===== src/rtl/core/btu_pkg.sv =====
// ============================================================================
// btu_pkg
// Shared types and constants of the x86 branch target unfilter.
// ============================================================================
`default_nettype none

package btu_pkg;

    localparam int EXC_DEPTH = 256;
    localparam int EXC_AW    = (EXC_DEPTH > 1) ? $clog2(EXC_DEPTH) : 1;
    localparam int EXC_CW    = $clog2(EXC_DEPTH + 1);

    typedef logic [EXC_CW-1:0] exc_cnt_t;

    localparam exc_cnt_t EXC_CNT_MAX = EXC_CW'(EXC_DEPTH);

    localparam int WIN_LEN = 5;

    typedef logic [WIN_LEN-1:0][7:0] win_t;
    typedef logic [2:0]              wcnt_t;

    localparam wcnt_t       FILL_FULL = wcnt_t'(WIN_LEN - 1);
    localparam wcnt_t       SKIP_OPND = 3'd4;
    localparam logic [31:0] END_INIT  = 32'(WIN_LEN);

    localparam logic [7:0] OP_CALL   = 8'hE8;
    localparam logic [7:0] OP_JMP    = 8'hE9;
    localparam logic [7:0] OP_ESC    = 8'h0F;
    localparam logic [7:0] JCC_LO    = 8'h80;
    localparam logic [7:0] JCC_HI    = 8'h8F;
    localparam logic [7:0] OPND_MARK = 8'h0D;

    typedef struct packed {
        logic [7:0] data;
        logic       last;
        logic       error;
    } res_t;

    typedef struct packed {
        logic load;
        logic clear;
        logic advance;
    } exc_ctl_t;

    typedef struct packed {
        logic        valid;
        logic        overflow;
        logic [31:0] offset;
    } exc_look_t;

endpackage

`default_nettype wire


===== src/rtl/core/btu_skid.sv =====
// ============================================================================
// btu_skid
// Two-entry result buffer that decouples the output handshake from the input.
// ============================================================================
`default_nettype none

module btu_skid (
    input  wire logic          aclk,
    input  wire logic          aresetn,
    input  wire logic          push,
    input  wire btu_pkg::res_t push_res,
    output logic               room,
    output logic               m_valid,
    output btu_pkg::res_t      m_res,
    input  wire logic          m_ready
);

    import btu_pkg::*;

    logic [1:0] cnt_reg, cnt_next;
    res_t       ent0_reg, ent0_next;
    res_t       ent1_reg, ent1_next;
    logic       pop;

    assign pop = (cnt_reg != 2'd0) && m_ready;

    always_comb begin
        cnt_next  = cnt_reg;
        ent0_next = ent0_reg;
        ent1_next = ent1_reg;
        priority if (push && pop) begin
            if (cnt_reg == 2'd1) begin
                ent0_next = push_res;
            end else begin
                ent0_next = ent1_reg;
                ent1_next = push_res;
            end
        end else if (push) begin
            cnt_next = 2'(cnt_reg + 1'b1);
            if (cnt_reg == 2'd0) begin
                ent0_next = push_res;
            end else begin
                ent1_next = push_res;
            end
        end else if (pop) begin
            cnt_next  = 2'(cnt_reg - 1'b1);
            ent0_next = ent1_reg;
        end
    end

    always_ff @(posedge aclk) begin
        if (!aresetn) begin
            cnt_reg <= 2'd0;
        end else begin
            cnt_reg <= cnt_next;
        end
        ent0_reg <= ent0_next;
        ent1_reg <= ent1_next;
    end

    assign room    = (cnt_reg != 2'd2);
    assign m_valid = (cnt_reg != 2'd0);
    assign m_res   = ent0_reg;

endmodule

`default_nettype wire


===== config.mk =====
export PLATFORM = sky130hd
export DESIGN_NAME = btu_skid
export DESIGN_NICKNAME = d
export VERILOG_FILES = /design/src/rtl/core/btu_pkg.sv /design/src/rtl/core/btu_skid.sv
export SDC_FILE = /design/constraint.sdc
export NUM_CORES = 1
export LEC_CHECK = 0
export ABC_AREA = 1
export BUFFER_PORTS_ARGS = -buffer_cell sky130_fd_sc_hd__buf_2
export CORE_MARGIN = 2
export CORE_UTILIZATION = 52
export DETAILED_ROUTE_END_ITERATION = 10
export PLACE_DENSITY = 0.77
export SYNTH_ARGS = -nofsm -noshare
export SYNTH_HDL_FRONTEND = slang
export SYNTH_SLANG_ARGS = --single-unit

===== constraint.sdc =====
create_clock -name aclk -period 2.88 [get_ports aclk]
set_clock_uncertainty 0.2 [all_clocks]
set_input_delay 0 -clock aclk [delete_from_list [all_inputs] [get_ports aclk]]
set_output_delay 0 -clock aclk [all_outputs]
set_load 0.03 [all_outputs]

-- Word level (Yosys, flattened, before mapping)
Index checks and enable logic that the tools add are counted.
- eq/ne operators: 5
- add/sub/neg operators: 2
- bitwise logic cells: 1
- multiplexer cells: 11
- reduce and logical (&&, ||, !) cells: 10
- operators with widths (cell ; count):
    $mux 10 ; 9
    $ne 2x2->1 const B ; 3
    $reduce_bool 2->1 ; 3
    $mux 2 ; 2
    $reduce_and 2->1 ; 2
    $ne 3x1->1 const B ; 1
    $reduce_and 3->1 ; 1
    $reduce_bool 3->1 ; 1
    $add 2x1->2 const B ; 1
    $eq 2x1->1 const B ; 1
    $logic_and 1x1->1 ; 2
    $logic_not 2->1 ; 1
    $sub 2x1->2 const B ; 1
    $not 1->1 ; 1
- register bits: 22
- output and inout bits: 12
- input port bits: 14

-- Logic depth before layout (Yosys ltp)
- depth in word-level cells: 5
- depth in mapped cells: 8
- mapped depth without buffers: 7

-- Worst setup path before layout
OpenSTA, ideal clock, no wires.
- kind: register -> register
- from: register cnt_reg[0]
- to: register ent1_reg[0] in the netlist's numbering (enable)
- arrival: 1.719 ns
- stages on the path, launching flop included: 7
- setup slack: 0.570 ns
- clock period less this slack: 2.310 ns
- buffers on the path: 0
- path through: dfxtp_1 inv_1 ha_1 nor2_1 ha_1 inv_1 o21ai_0
- word-level cells in the longest chain between the ends: 5
- elaborated cells on any way between the ends: 9
- ends and longest elaborated chain (item ; line ; RTL):
    start: declaration ; btu_skid.sv:20 ; logic [1:0] cnt_reg, cnt_next;
    start signal: assignment ; btu_skid.sv:55 ; cnt_reg <= cnt_next;
    $reduce_bool 2->1 ; btu_skid.sv:25 ; assign pop = (cnt_reg != 2'd0) && m_ready;
    $logic_and 1x1->1 ; btu_skid.sv:25 ;
    $logic_and 1x1->1 ; btu_skid.sv:31 ; priority if (push && pop) begin
    $ne 2x2->1 (no source line) or $reduce_bool 2->1 (tied branches) ; n/a ;
    $reduce_and 3->1 (no source line) (*) ; n/a ;
    end signal: assignment ; btu_skid.sv:58 ; ent1_reg <= ent1_next;
    end: declaration ; btu_skid.sv:22 ; res_t ent1_reg, ent1_next;
Mark *: on every way between the ends. The rest lies on a longest branch, timed or not.
A chain may end at the register's enable or synchronous reset.

-- Worst setup path in the final report
- from: register cnt_reg[0]
- to: register ent1_reg[2] in the netlist's numbering (enable)
The elaborated chain is that of the path after synthesis.

==> out/qor.yml <==
r2r_slack_ps: 730
wl_per_cell_um: 10.9
cpLargestDelayFamily: "buffers and inverters"
crit_arrival_ps: 1980
clk_latency_ps: 300
cp_slowest_stage_delay_ps: 400
top_level_ports: 26
rr_worst_depth: 7
rsz0062_at_grt: "no"
reg2reg_from: "cnt_reg[0]"
num_rows: 17
post-dp-hpwl_um: 1650
cp_cell_sequence: "inv_1 > ha_1 > nor2_1 > ha_1 > inv_1 > o21ai_0 > buf_4"
grt_overflow: 0
area_growth_pct: 25.0
place_inst: 196
fp.dieW_um: 51.8
antenna_found_initial: 0
maxSlewViolCount: 0
synth_area_mm2: 0.00119
maxCapViolCount: 0
fin_area_mm2: 0.00148
cts_resized: 0
clk_pin_slew_ps: 120
io_buffers: 25
hold_violations: 0
clock-root-buffer: "clkbuf_4"
worstMarginPinSlew_ps: 459
yosys.area.top_type: "edfxtp_1"
p_leak_uw: 0.000757
ys_top_cells_by_count: "nand2_1, inv_1, nand3_1, edfxtp_1, ha_1"
tritoncts: "done"
placed_area_mm2: 0.00134
core_mm2: 0.00219
synth_ff_type: "edfxtp_1"
n_fill_cell: 192
synth_async_sr_flop_share: 0
multi_input_area_um2: 398
cts_max_level: 1
nets: 203
critPathKind: "register to register"
routed_wl_um: 2300
yosys-top-cells-area: "edfxtp_1, nand2_1, nand3_1"
cpMaxStageDelayCell: "dfxtp_1"
final-seq-area_um2: 641
num_vias: 1049
cp.required_ps: 2710
whs_endpoint: "cnt_reg[0]"
yosysSeqAreaShare: 0.540
ys_ff_latch: 22
drtPass1Iterations: 4
crit_path_max_fanout: 12
grt_pass1_wl_um: 3800
synthCells: 144
via_per_inst: 4.97
fin_setup_tns_ps: 0
fmax_mhz: 465
grt_usage: 0.193
die_h_um: 51.8
min_period_ps: 2150
ant_nets: 0
path_buf_inv: 3
antenna-diode-count: 0
setup_viol: 0
yosysMostFrequentCell: "nand2_1"
syn_avg_cell_area_um2: 8.25
drive_gt1_frac: 0.186
synth-edff-count: 20
drt_iter0_drc: 31
hp-start: "m_ready"
period_share: 0.747
synth.distinct_cells: 14
mappedNetlistNets: 162
rr_endpoint: "ent1_reg[2]"
die_area_mm2: 0.00268
drc: 0
grt_pass1_vias: 936
worstHoldPathType: "primary input to register"
grt_max_degree: 15
gp_congestion: 0.733
initial_core_util: 0.542
synth_top_area_frac: 0.506
power_density_mw_per_mm2: 613
endpoint_kind: "register"
cts_made_buffers: 3
peakVddDrop_v: 0.000380
clock_path_buffers: 2
final_cells: 211
yosysWarnings: 0
whs_path_depth: 7
relSlewSlack: 0.694
status: "completed"
cts.sinks: 22
start_kind: "register"
report_power, final:
group	switching (uW)	total [uW]	internal, uW	leakage [uW]
clock network	89.7	139	48.8	0.0000138
logic	222	331	109	0.000536
registers	15.7	440	424	0.000207
total	328	910	582	0.000757
layer usage:
layer  routed length, um  global-route usage  vias up
met3                 139              0.0374        4
met4                  25              0.0833        0
met5                   0                   0        -
met2                1170               0.344       40
li1                    -                   -      524
met1                 968               0.223      481
layout make-up:
cell class,count,share of cell area
flip-flops and latches,22,0.432
multi-input cells,87,0.268
repair buffers,41,0.185
inverters,30,0.0759
well taps,28,0.0236
clock buffers,3,0.0152
worst max path at each step:
stage / start / end / slack (ps) / depth (start not counted)
after floorplan: cnt_reg[0] / ent1_reg[0] / 570 / 6
after global placement: cnt_reg[0] / ent1_reg[3] / 830 / 7
after detailed placement: cnt_reg[0] / ent1_reg[3] / 760 / 7
final: cnt_reg[0] / ent1_reg[2] / 730 / 7
after CTS: cnt_reg[0] / ent1_reg[3] / 740 / 7
after global routing: cnt_reg[0] / ent1_reg[7] / 560 / 7
stage by stage:
stage	util	worst slack [ps]	hold slack, ps	total power, uW
after CTS	0.677	738	114	914
final	0.677	730	98.9	910
after detailed placement	0.612	755	-8.02	768
after global routing	0.677	556	197	964
after global placement	0.612	832	-8.56	758
after floorplan	-	570	-101	677
layout by cell type, fill, tap and decap left out, drive strengths merged:
cell	instances
clkbuf	3
nor2	3
buf	29
edfxtp	20
o21ai	1
o21bai	1
ha	4
dlygate4sd3	12
dfxtp	2
o21a	1
nand2	55
nand3	22
inv	30
worst reg2reg max path, stage by stage (launching register included):
cell,delay [ps]
dfxtp_1,400
inv_1,90
ha_1,210
nor2_1,140
ha_1,180
inv_1,180
o21ai_0,270
buf_4,210
kinds of logic (layout without fill, tap and decap cells):
| group | count (synthesis) | in the layout | synth area share |
|---|---|---|---|
| adder cells (fa/ha/maj) | 4 | 4 | 0.0422 |
| AND/OR/NAND/NOR | 80 | 80 | 0.276 |
| AO/OA/AOI/OAI | 3 | 3 | 0.0169 |
| buffers and inverters | 35 | 74 | 0.125 |
| flip-flops | 22 | 22 | 0.540 |
timing repair:
action / CTS / global route
hold buffers: 12 / 0
setup buffers: 0 / 0
endpoints found under the hold margin: 22 / 0
No activity file was read; power rests on OpenSTA's default activity.
