`config.mk`:
```
export PLATFORM = sky130hd
export DESIGN_NAME = btu_scan
export DESIGN_NICKNAME = d
export VERILOG_FILES = /design/src/rtl/core/btu_pkg.sv /design/src/rtl/core/btu_scan.sv
export SDC_FILE = /design/constraint.sdc
export NUM_CORES = 1
export LEC_CHECK = 0
export ABC_AREA = 1
export ABC_CLOCK_PERIOD_IN_PS = 3000
export CELL_PAD_IN_SITES_DETAIL_PLACEMENT = 2
export CELL_PAD_IN_SITES_GLOBAL_PLACEMENT = 2
export CORE_MARGIN = 8
export CORE_UTILIZATION = 31
export CTS_CLUSTER_SIZE = 28
export DETAILED_ROUTE_END_ITERATION = 8
export DONT_BUFFER_PORTS = 1
export GPL_TIMING_DRIVEN = 0
export PLACE_DENSITY = 0.82
export SETUP_SLACK_MARGIN = 0.02
export SYNTH_ARGS = -nofsm -noshare
export SYNTH_HDL_FRONTEND = slang
export SYNTH_SLANG_ARGS = --single-unit
```
`constraint.sdc`:
```
create_clock -name aclk -period 3 [get_ports aclk]
set_input_delay 0.15 -clock aclk [delete_from_list [all_inputs] [get_ports aclk]]
set_output_delay 0.15 -clock aclk [all_outputs]
set_load 0.02 [all_outputs]
```
`src/rtl/core/btu_pkg.sv`:
```
// ============================================================================
// btu_pkg
// Shared types and constants of the x86 branch target unfilter.
// ============================================================================
`default_nettype none

package btu_pkg;

    localparam int EXC_DEPTH = 256;
    localparam int EXC_AW    = (EXC_DEPTH > 1) ? $clog2(EXC_DEPTH) : 1;
    localparam int EXC_CW    = $clog2(EXC_DEPTH + 1);

    typedef logic [EXC_CW-1:0] exc_cnt_t;

    localparam exc_cnt_t EXC_CNT_MAX = EXC_CW'(EXC_DEPTH);

    localparam int WIN_LEN = 5;

    typedef logic [WIN_LEN-1:0][7:0] win_t;
    typedef logic [2:0]              wcnt_t;

    localparam wcnt_t       FILL_FULL = wcnt_t'(WIN_LEN - 1);
    localparam wcnt_t       SKIP_OPND = 3'd4;
    localparam logic [31:0] END_INIT  = 32'(WIN_LEN);

    localparam logic [7:0] OP_CALL   = 8'hE8;
    localparam logic [7:0] OP_JMP    = 8'hE9;
    localparam logic [7:0] OP_ESC    = 8'h0F;
    localparam logic [7:0] JCC_LO    = 8'h80;
    localparam logic [7:0] JCC_HI    = 8'h8F;
    localparam logic [7:0] OPND_MARK = 8'h0D;

    typedef struct packed {
        logic [7:0] data;
        logic       last;
        logic       error;
    } res_t;

    typedef struct packed {
        logic load;
        logic clear;
        logic advance;
    } exc_ctl_t;

    typedef struct packed {
        logic        valid;
        logic        overflow;
        logic [31:0] offset;
    } exc_look_t;

endpackage

`default_nettype wire

```
`src/rtl/core/btu_scan.sv`:
```
// ============================================================================
// btu_scan
// Five-byte window with branch detection, operand conversion and end drain.
// ============================================================================
`default_nettype none

module btu_scan (
    input  wire logic               aclk,
    input  wire logic               aresetn,
    input  wire logic               data_acc,
    input  wire logic [7:0]         data_byte,
    input  wire logic               last,
    input  wire btu_pkg::exc_look_t exc,
    input  wire logic               room,
    output logic                    advance,
    output logic                    push,
    output btu_pkg::res_t           res,
    output logic                    flushing
);

    import btu_pkg::*;

    win_t        win_reg, win_next;
    wcnt_t       fill_reg, fill_next;
    logic [31:0] end_reg, end_next;
    wcnt_t       skip_reg, skip_next;
    logic        pend_reg, pend_next;
    logic        err_reg, err_next;
    logic        flush_reg, flush_next;
    wcnt_t       fcnt_reg, fcnt_next;

    win_t        w;
    logic        full;
    logic        is_call;
    logic        is_jcc;
    logic        scan_free;
    logic        do_branch;
    logic        hit;
    logic        conv;
    logic [31:0] v;

    always_comb begin
        w           = win_reg;
        w[fill_reg] = data_byte;
        full        = (fill_reg == FILL_FULL);
        is_call     = (w[0] == OP_CALL) || (w[0] == OP_JMP);
        is_jcc      = (w[0] == OP_ESC) && (w[1] >= JCC_LO) && (w[1] <= JCC_HI);
        scan_free   = !pend_reg && (skip_reg == '0);
        do_branch   = pend_reg || (scan_free && is_call);
        hit         = exc.valid && (exc.offset == end_reg);
        conv        = do_branch && !hit && (w[1] == OPND_MARK);
        v           = {8'h00, w[2], w[3], w[4]} - end_reg;

        win_next   = win_reg;
        fill_next  = fill_reg;
        end_next   = end_reg;
        skip_next  = skip_reg;
        pend_next  = pend_reg;
        err_next   = err_reg | exc.overflow;
        flush_next = flush_reg;
        fcnt_next  = fcnt_reg;
        advance    = 1'b0;
        push       = 1'b0;
        res        = '{data: win_reg[0], last: (fcnt_reg == 3'd1), error: err_reg};

        if (flush_reg) begin
            if (room) begin
                push = 1'b1;
                for (int i = 0; i < WIN_LEN - 1; i++) begin
                    win_next[i] = win_reg[i + 1];
                end
                fcnt_next = wcnt_t'(fcnt_reg - 1'b1);
                if (fcnt_reg == 3'd1) begin
                    flush_next = 1'b0;
                end
            end
        end else if (data_acc) begin
            if (full) begin
                advance = do_branch && hit;
                if (conv) begin
                    w[1]      = v[7:0];
                    w[2]      = v[15:8];
                    w[3]      = v[23:16];
                    w[4]      = v[31:24];
                    skip_next = SKIP_OPND;
                end else if (!pend_reg && (skip_reg != '0)) begin
                    skip_next = wcnt_t'(skip_reg - 1'b1);
                end
                pend_next = scan_free && !is_call && is_jcc && !last;
                if (scan_free && !is_call && is_jcc && last) begin
                    err_next = 1'b1;
                end
                push = 1'b1;
                res  = '{data: w[0], last: 1'b0, error: err_next};
                for (int i = 0; i < WIN_LEN - 1; i++) begin
                    win_next[i] = w[i + 1];
                end
                win_next[WIN_LEN-1] = w[WIN_LEN-1];
                end_next = end_reg + 32'd1;
            end else begin
                win_next  = w;
                fill_next = wcnt_t'(fill_reg + 1'b1);
            end
            if (last) begin
                flush_next = 1'b1;
                fcnt_next  = full ? FILL_FULL : wcnt_t'(fill_reg + 1'b1);
                fill_next  = '0;
                end_next   = END_INIT;
                skip_next  = '0;
                pend_next  = 1'b0;
            end
        end
    end

    always_ff @(posedge aclk) begin
        if (!aresetn) begin
            fill_reg  <= '0;
            end_reg   <= END_INIT;
            skip_reg  <= '0;
            pend_reg  <= 1'b0;
            err_reg   <= 1'b0;
            flush_reg <= 1'b0;
            fcnt_reg  <= '0;
        end else begin
            fill_reg  <= fill_next;
            end_reg   <= end_next;
            skip_reg  <= skip_next;
            pend_reg  <= pend_next;
            err_reg   <= err_next;
            flush_reg <= flush_next;
            fcnt_reg  <= fcnt_next;
        end
        win_reg <= win_next;
    end

    assign flushing = flush_reg;

endmodule

`default_nettype wire

```
==> Word level (Yosys, flattened, before mapping) <==
Cells that the tools add are included.
{ "totals": {"register_bits": 84, "output_inout_bits": 13, "inputBits": 47, "wordCells": 106} }
{ "classes": {"magnitude_cmp": 4, "n_reduce_logical": 32, "n_eq_ne": 9, "add_sub_neg": 5, "mux": 42, "bitwise_logic": 2} }
{ "op_table": {"columns": ["operator", "n"], "rows": [
  ["$mux 32", 6],
  ["$bwmux 40", 1],
  ["$mux 40", 1],
  ["$mux 3", 11],
  ["$add 32x1->32 const B", 1],
  ["$eq 32x32->1", 1],
  ["$sub 24x32->32", 1],
  ["$mux 10", 3],
  ["$demux 8 s3", 1],
  ["$mux 1", 18],
  ["$eq 8x4->1 const B", 2],
  ["$eq 8x8->1 const B", 2],
  ["$logic_and 1x1->1", 14],
  ["$reduce_and 3->1", 3],
  ["$ge 8x8->1 const B", 1],
  ["$le 8x8->1 const B", 1],
  ["$mux 8", 1],
  ["$reduce_bool 2->1", 3],
  ["$reduce_bool 3->1", 2],
  ["$sub 3x1->3 const B", 2],
  ["$logic_not 1->1", 4],
  ["$lt 3x4->1 const B", 1],
  ["$ne 2x2->1 const B", 2],
  ["$reduce_and 2->1", 2],
  ["other kinds (9)", 10]
]} }

==> Longest topological paths before layout <==
Gate-level depths: netlist of run 1.
{ "logic_depth": {"word_depth": 15, "mapped_depth": 21, "ltp_nobuf": 20} }

==> Least setup slack after synthesis of run 1 <==
OpenSTA, ideal clock, no wires.
{ "synth_timing": {"path_type": "reg-to-reg", "start": "reg fill_reg[1]", "end": "reg win_reg[36] (netlist bit), data pin", "arrival_ns": 2.683, "path_buffers": 1, "required_ns": 2.733, "period_less_slack_ns": 2.950, "stages_incl_launch_ff": 21, "setup_ns": 0.267, "setup_slack_ns": 0.050, "cell_sequence": "dfxtp_1 > inv_1 > nand3_1 > clkbuf_1 > nor2_1 > a21oi_1 > ha_1 > inv_1 > fa_1 > nand2_1 > nand3_1 > nand2_1 > o21ai_0 > nand2_1 > nand2_1 > nand3_1 > nand2_1 > nand2_1 > nand3_1 > nand2_1 > o21ai_0"} }
{ "synth_via": {"elab_chain_cells": 13, "word_cells_on_any_way": 18, "cone_classes": "add/sub (1); order compare (2); eq/ne (4); mux (5); reduce/logical (6)"} }
{ "synth_rtl": {"columns": ["item", "line_no", "rtl"], "rows": [
  ["start: declaration", "btu_scan.sv:24", "wcnt_t fill_reg, fill_next;"],
  ["start signal: assignment", "btu_scan.sv:125", "fill_reg <= fill_next;"],
  ["branches (longest 12 deep; another with $sub 24x32->32)", null, null],
  ["$mux 40 *", "btu_scan.sv:78", "if (full) begin"],
  ["end signal: assignment", "btu_scan.sv:133", "win_reg <= win_next;"],
  ["end: declaration", "btu_scan.sv:23", "win_t win_reg, win_next;"]
]} }
Mark *: on every way between the ends.
A chain may end at the register's enable or synchronous reset.

==> Worst setup path in the final report of run 1 <==
{ "layout_timing": {"start": "reg fill_reg[0]", "end": "reg win_reg[36] (netlist bit), data pin"} }
The elaborated chain is that of the path after synthesis.

==> metrics, run 1 <==
#FFs+latches synth=84; Core ar.=0.0251 sq mm; CP top delay family=simple AND/OR/NAND/NOR gates; Crit path depth=17; vias in the first global route=roughly 11k; max_cap viols=0; share of layout cells above drive strength 1=0.284; total power=between 4000 and 5000 uW; drt total wl=approximately 60 mm; maximum clock path buffer count=2; die area=0.0309 sq mm; Mapped Avg Cell Area=5.97 sq um; Setup CP Type=reg2reg; TritonCTS clock tree=built; DR top layer=met4; Least-Margin Pin Slew=0.965 ns; register-to-register setup slack=-0.36 ns; CTS clock-pin slew for the worst setup and hold paths=between 0.1 and 0.15 ns; end of the worst register-to-register path=win_reg[36]; DR WL met3=5.56 mm; relative slew slack=0.354; main combinational cell family by area after synthesis=simple AND/OR/NAND/NOR gates; HPWL Detailed=30.9 mm; Main synth FF type=dfxtp_1; initial antenna violation count=0; pin count of the biggest net entering global routing=33; Finished Core Util=0.443; GRT Total Usage=0.307; Max rail drop VDD=0.261 mV; dpl cells=1656; crit-path cells=inv_8 -> nand3_4 -> buf_4 -> o21ai_1 -> ha_4 -> nand2_1 -> nand2_1 -> a21oi_2 -> o21ai_4 -> nand2_2 -> nand2_4 -> nand3_4 -> nand2_2 -> nand2_2 -> nand3_2 -> nand2_2 -> o21ai_1; Die H=176 microns; synthesized instance count=1326; CP bufs+invs=2; grt ovf=0; Hold WS=-0.00433 ns; RSZ-0062 raised after global routing=true; min cycle time layout=3.36 ns; crit end category=flip-flop; DR vias/cell=about 6.5; post-route setup slack=-0.364 ns; root buffer cell=clkbuf_16; Post-synth EDFFs=40; Synth Area in Simple Gates=0.380; fin. max-slew vios=0; Largest register FFs=40; diode count=0; IO Pins=60; critical path required time=3.10 ns; CP arrival=between 3 and 4 ns; largest stage delay on the critical path=0.39 ns; fin nets=around 1.5k; outcome=finished, violations left; drt first pass iters=5; Vias=around 11k; XOR/XNOR share of the synthesized area=0.0288; initial detailed-routing violation count=around 1.4k; Post-Syn Area=0.00791 sq mm; initial cell density of the core=0.315; Hold Crit Depth=3; Synth Area in Adders=0.0516; Synth Area in Compound Gates=0.154; Worst path most repeated cell=nand2_2; setup tns final=-9.10 ns; CTS sink cnt=84; min-delay worst type=in2reg; clk_skew=0.0421 ns; Num CTS Buffers=9; PortBufs=0; Achievable Freq=~0.3 GHz; Leak=between 0.004 and 0.005 uW; fraction of registers with async set/reset=0; sequential share of the synthesized area=0.263; worst-path fanout max=7; first-pass GRT wire length=71.5 mm; routed wl met2=27.7 mm; fin crit share=1.12; startpoint types=flip-flop; Cell variety after synth=47; Routed Antenna Nets=0; Ys Warns=0; Final Hold Viols=1; slowest CP cell=dfxtp_4; hold endpoint=flushing; worst-skew pair later-pin latency=0.42 ns; final setup vio count=43; wl on met1=22.4 mm; drt drc=0; chip width=approximately 180 microns; routed length per placed instance=about 35 microns; Layout area overhead=40.5%; r2r worst-path depth=17; # rows=just under 60; H-Tree Depth=3; failing checks=hold timing, setup timing; fin cells=1751; min-delay src=room; Synth Net Count=1405; routability cong.=0.956; PwrDens=433 mW/mm^2; R2R Path Start=fill_reg[0]; mux cell area share after synthesis=0
how the worst max path moves through the flow:
stage | slack, ns | end | startpoint
6_report | -0.36 | win_reg[36] | fill_reg[0]
5_1_grt | -0.42 | win_reg[37] | fill_reg[1]
4_1_cts | -0.02 | win_reg[38] | fill_reg[0]
3_5_place_dp | -1.03 | win_reg[34] | fill_reg[1]
3_3_place_gp | -0.89 | win_reg[36] | fill_reg[0]
2_1_floorplan | 0.05 | win_reg[36] | fill_reg[1]
through the flow:
step	hold WS (ns)	instance area [sq um]	setup slack, ns
finish	-0.00433	11100	-0.364
detailed placement	0.300	8330	-1.03
CTS	0.00474	9560	-0.0245
global placement	0.278	8320	-0.886
global route	0.0306	11100	-0.425
floorplan	0.271	7910	0.0502
where the power goes:
part	leakage [uW]	switching, uW	internal [uW]	total, uW
clock network	0.000153	682	664	1350
logic	0.00387	1390	692	2080
registers	0.000745	77.8	1300	1380
cells by family (layout without fill, tap and decap cells):
family,Yosys count,in the layout
simple gates,710,710
buf+inv,246,341
compound gates,228,228
flops,84,84
fa+ha+maj,32,32
xor+xnor,26,26
synth_stat cells, types with 22 or more instances:
cell      instances  share of area
edfxtp_1         40           0.15
clkbuf_1         26          0.012
nand4_1          24          0.019
a21oi_1         102          0.065
nand2_1         408           0.19
nand3_1          77          0.049
nor2_1          133          0.063
o21ai_0          84          0.053
ha_1             31          0.049
inv_1           204          0.097
xnor2_1          22          0.024
nor3_1           30          0.019
dfxtp_1          44           0.11
metal layers:
| layer | up-vias | global-route usage |
|---|---|---|
| met2 | 905 | 0.522 |
| met4 | 0 | 0.198 |
| met3 | 383 | 0.0558 |
| met5 | - | 0 |
| li1 | 4452 | - |
| met1 | 5656 | 0.350 |
placed cells by master, fill, tap and decap left out, types with 12 or more instances in the layout:
master,count
nand2_2,72
nand3_1,51
o21ai_4,21
ha_4,24
nand2_1,313
edfxtp_1,40
inv_1,194
xnor2_1,17
nand4_1,24
nor2_4,12
buf_6,14
o21ai_0,46
nand3_2,19
nand2_4,28
buf_4,64
nor3_1,20
dfxtp_1,41
clkbuf_1,23
nor2_1,108
nor2_2,17
a21oi_2,25
clkbuf_16,12
a21oi_1,69
o21ai_1,20
repair_timing:
action                     in CTS  in global routing
hold endpoints to repair        7                  0
resized for setup             165                281
buffers inserted               28                 46
hold buffers                    3                  0
gates cloned                    0                  2
setup endpoints to repair      58                 57
pin swaps                      24                101
worst min-delay path, stage by stage:
cell and delay, ns:
nand3_1 0.07, nand2_1 0.09, a21oi_1 0.07
area by class of cell:
cell class              instances  area (sq um)
clock inverters                 7          81.3
well taps                     330           413
plain buffers                  36           246
clock buffers                   9           225
repair buffers                 79           701
flip-flops and latches         84          2090
inverters                     210           820
fillers                      2962         14000
multi-input cells             996          6540
No activity file was read; power rests on OpenSTA's default activity.
==> inputs of run 2 (changes only) <==
Settings changed: ABC_AREA 1 to unset, CORE_UTILIZATION 31 to 36, PLACE_DENSITY 0.82 to 0.83.
==> run 2 against run 1 <==
Compared with the run above:
- the run ends with setup timing left
- setup slack got worse by 0.81 ns
- critical path depth down 3
- total power fell by 9.1%
- count of clock-buffer cells in the layout rose by 5
- critical path type unchanged
- critical endpoint is now win_reg[31]
- largest cell class unchanged
==> metrics, run 2 <==
outcome=finished, violations left; failing checks=setup timing; clock share of power=0.288; HPWL Detailed=22.3 mm; die area=0.0237 sq mm; grt ovf=0; Cell variety after synth=68; Synth Net Count=906; Leak=around 0.0034 uW; Ys Warns=0; startpoint types=flip-flop; RSZ-0062 raised after global routing=true; total power=4370 uW; max_cap viols=0; net switching power=1700 uW; clk_skew=0.0168 ns; R2R Path Start=fill_reg[1]; initial detailed-routing violation count=637; fin cells=1156; fin crit share=1.39; Setup CP Type=reg2reg; hold endpoint=err_reg; critical path required time=between 3 and 4 ns; synth top area cells=edfxtp_1, dfxtp_1, xnor2_1, ha_1, mux2_2; most frequent cells in the layout=nor2_1, buf_4, nand2_1, xnor2_1, edfxtp_1; register-to-register setup slack=-1.17 ns; Core ar.=between 0.015 and 0.02 sq mm; #FFs+latches synth=84; Routed Antenna Nets=0; initial cell density of the core=0.367; combinational share of power=0.396; crit end category=flip-flop; most instantiated library cell after synthesis=nor2_1; Mapped Avg Cell Area=between 8 and 9 sq um; Least-Margin Pin Slew=1.25 ns; min-delay src=exc[32]; min-delay worst type=in2reg; Main synth FF type=dfxtp_1; Layout area overhead=43.3%; CP arrival=4.19 ns; crit-path cells=inv_4 -> or3_4 -> mux2i_4 -> inv_2 -> ha_4 -> nand4_1 -> nor4_4 -> o21ai_4 -> a21oi_4 -> a211oi_4 -> buf_6 -> nor3_4 -> xor2_2 -> a31oi_2; r2r worst-path depth=14; CTS sink cnt=between 80 and 90; IO Pins=60; top-area cell type share of the netlist area=0.175; H-Tree Depth=3; fin nets=~1000; slowest CP cell=or3_4; final setup vio count=47; min cycle time layout=4.17 ns; root buffer cell=clkbuf_16; top cells by count, synth=nor2_1, xnor2_1, a21oi_1; initial antenna violation count=3; drt total wl=43.4 mm; CTS clock-pin slew for the worst setup and hold paths=0.08 ns; Final Hold Viols=0; end of the worst register-to-register path=win_reg[31]; largest stage delay on the critical path=0.49 ns; TritonCTS clock tree=built; pin count of the biggest net entering global routing=33; CP top delay family=simple AND/OR/NAND/NOR gates; PwrDens=445 mW/mm^2; Int Power=2670 uW; diode count=0; maximum clock path buffer count=2; chip width=154 microns; sequential share of the synthesized area=0.304; sequential power share=0.317; post-route setup slack=-1.17 ns; routed length per placed instance=37.6 microns; most common cell after layout, fill and taps aside=nor2_1; Achievable Freq=0.240 GHz; GRT Total Usage=0.294; PortBufs=0; drt first pass iters=5; vias in the first global route=approximately 8.3k; share of layout cells above drive strength 1=0.373; synthesized instance count=827; relative slew slack=0.167; DR vias/cell=slightly below 7; Finished Core Util=0.525; Reg area=0.00211 sq mm; fill count=1903; worst-skew pair later-pin latency=~0.38 ns; Hold Crit Depth=2; dpl cells=1061; Yosys top cell by area=edfxtp_1; Num CTS Buffers=9; first-pass GRT wire length=around 53 mm; Max rail drop VDD=0.290 mV; Post-synth EDFFs=40; routability cong.=0.918; Vias=7970; Die H=between 150 and 200 microns; fraction of registers with async set/reset=0; CP bufs+invs=3; multi-input combinational cell area=0.00592 sq mm; drt drc=0; worst-path fanout max=7; switching share of power=0.389; Largest register FFs=40; # rows=50; fin. max-slew vios=0; Post-Syn Area=approximately 0.0069 sq mm
## run 2: cell types whose count changed after synthesis, moves of 12 or more
cell	change
nand2_1	-351
inv_1	-160
nand3_1	-58
nor2_1	-52
a21oi_1	-43
xnor2_1	+43
o21ai_0	-37
mux2_2	+27
mux2i_1	+23
xor2_1	+17
or3_1	+16
o22ai_1	+12
## run 2: routing by layer
layer	vias up	part of all wire	track usage	routed length, microns
met5	-	0.00055	0	24
met4	4	0.092	0.178	4000
met3	263	0.077	0.0656	3340
met2	525	0.48	0.526	21000
met1	3978	0.35	0.309	15000
li1	3200	-	-	-
## run 2: how the worst max path moves through the flow
stage	start	endpoint	slack (ns)	depth (start not counted)
6_report	fill_reg[1]	win_reg[31]	-1.17	14
3_3_place_gp	fill_reg[1]	win_reg[30]	-0.76	14
3_5_place_dp	fill_reg[2]	win_reg[23]	-0.90	15
5_1_grt	fill_reg[1]	win_reg[31]	-1.18	14
4_1_cts	fill_reg[0]	win_reg[31]	-0.55	17
2_1_floorplan	fill_reg[2]	win_reg[20]	-0.16	15
## run 2: final cells by class
cell class                      count  share of cell area
Timing Repair Buffer               89              0.0823
Inverter                           45              0.0181
Multi-Input combinational cell    652               0.603
Clock inverter                      2             0.00153
Tap cell                          234              0.0298
Buffer                             36              0.0219
Sequential cell                    84               0.214
Clock buffer                       14              0.0292
## run 2: power by group through the flow
stage                     sequential (uW)  clock, uW  combinational (uW)
after floorplan                      1360          0                 725
after global placement               1380          0                 949
after detailed placement             1380          0                1010
after CTS                            1360       1190                1280
after global routing                 1380       1270                1770
final                                1380       1260                1730
## run 2: timing repair
item                                   in CTS  in global routing
hold buffers                                1                  0
gates resized for setup                   144                139
setup buffers                              41                 48
gates cloned                                1                  1
endpoints found under the hold margin       1                  0
pin swaps                                  67                 90
setup endpoints to repair                  48                 67
## run 2: logic make-up (layout without fill, tap and decap cells)
kind of cell,Yosys count,after routing,share of synthesized area
AO/OA/AOI/OAI,197,197,0.180
XOR/XNOR,86,86,0.110
adder cells (fa/ha/maj),32,32,0.0595
buffers and inverters,91,186,0.0575
flip-flops,84,84,0.304
multiplexers,50,50,0.0779
AND/OR/NAND/NOR,287,287,0.212
## run 2: per-stage QoR
step | hold slack, ns | TNS (ns) | cell area, sq um | setup slack (ns)
2_1_floorplan | 0.326 | -1.74 | 7210 | -0.159
3_3_place_gp | 0.340 | -17.74 | 7500 | -0.759
3_5_place_dp | 0.349 | -22.33 | 7500 | -0.901
4_1_cts | 0.0214 | -13.22 | 8820 | -0.550
5_1_grt | 0.0318 | -29.90 | 9830 | -1.18
6_report | 0.00960 | -28.88 | 9830 | -1.17
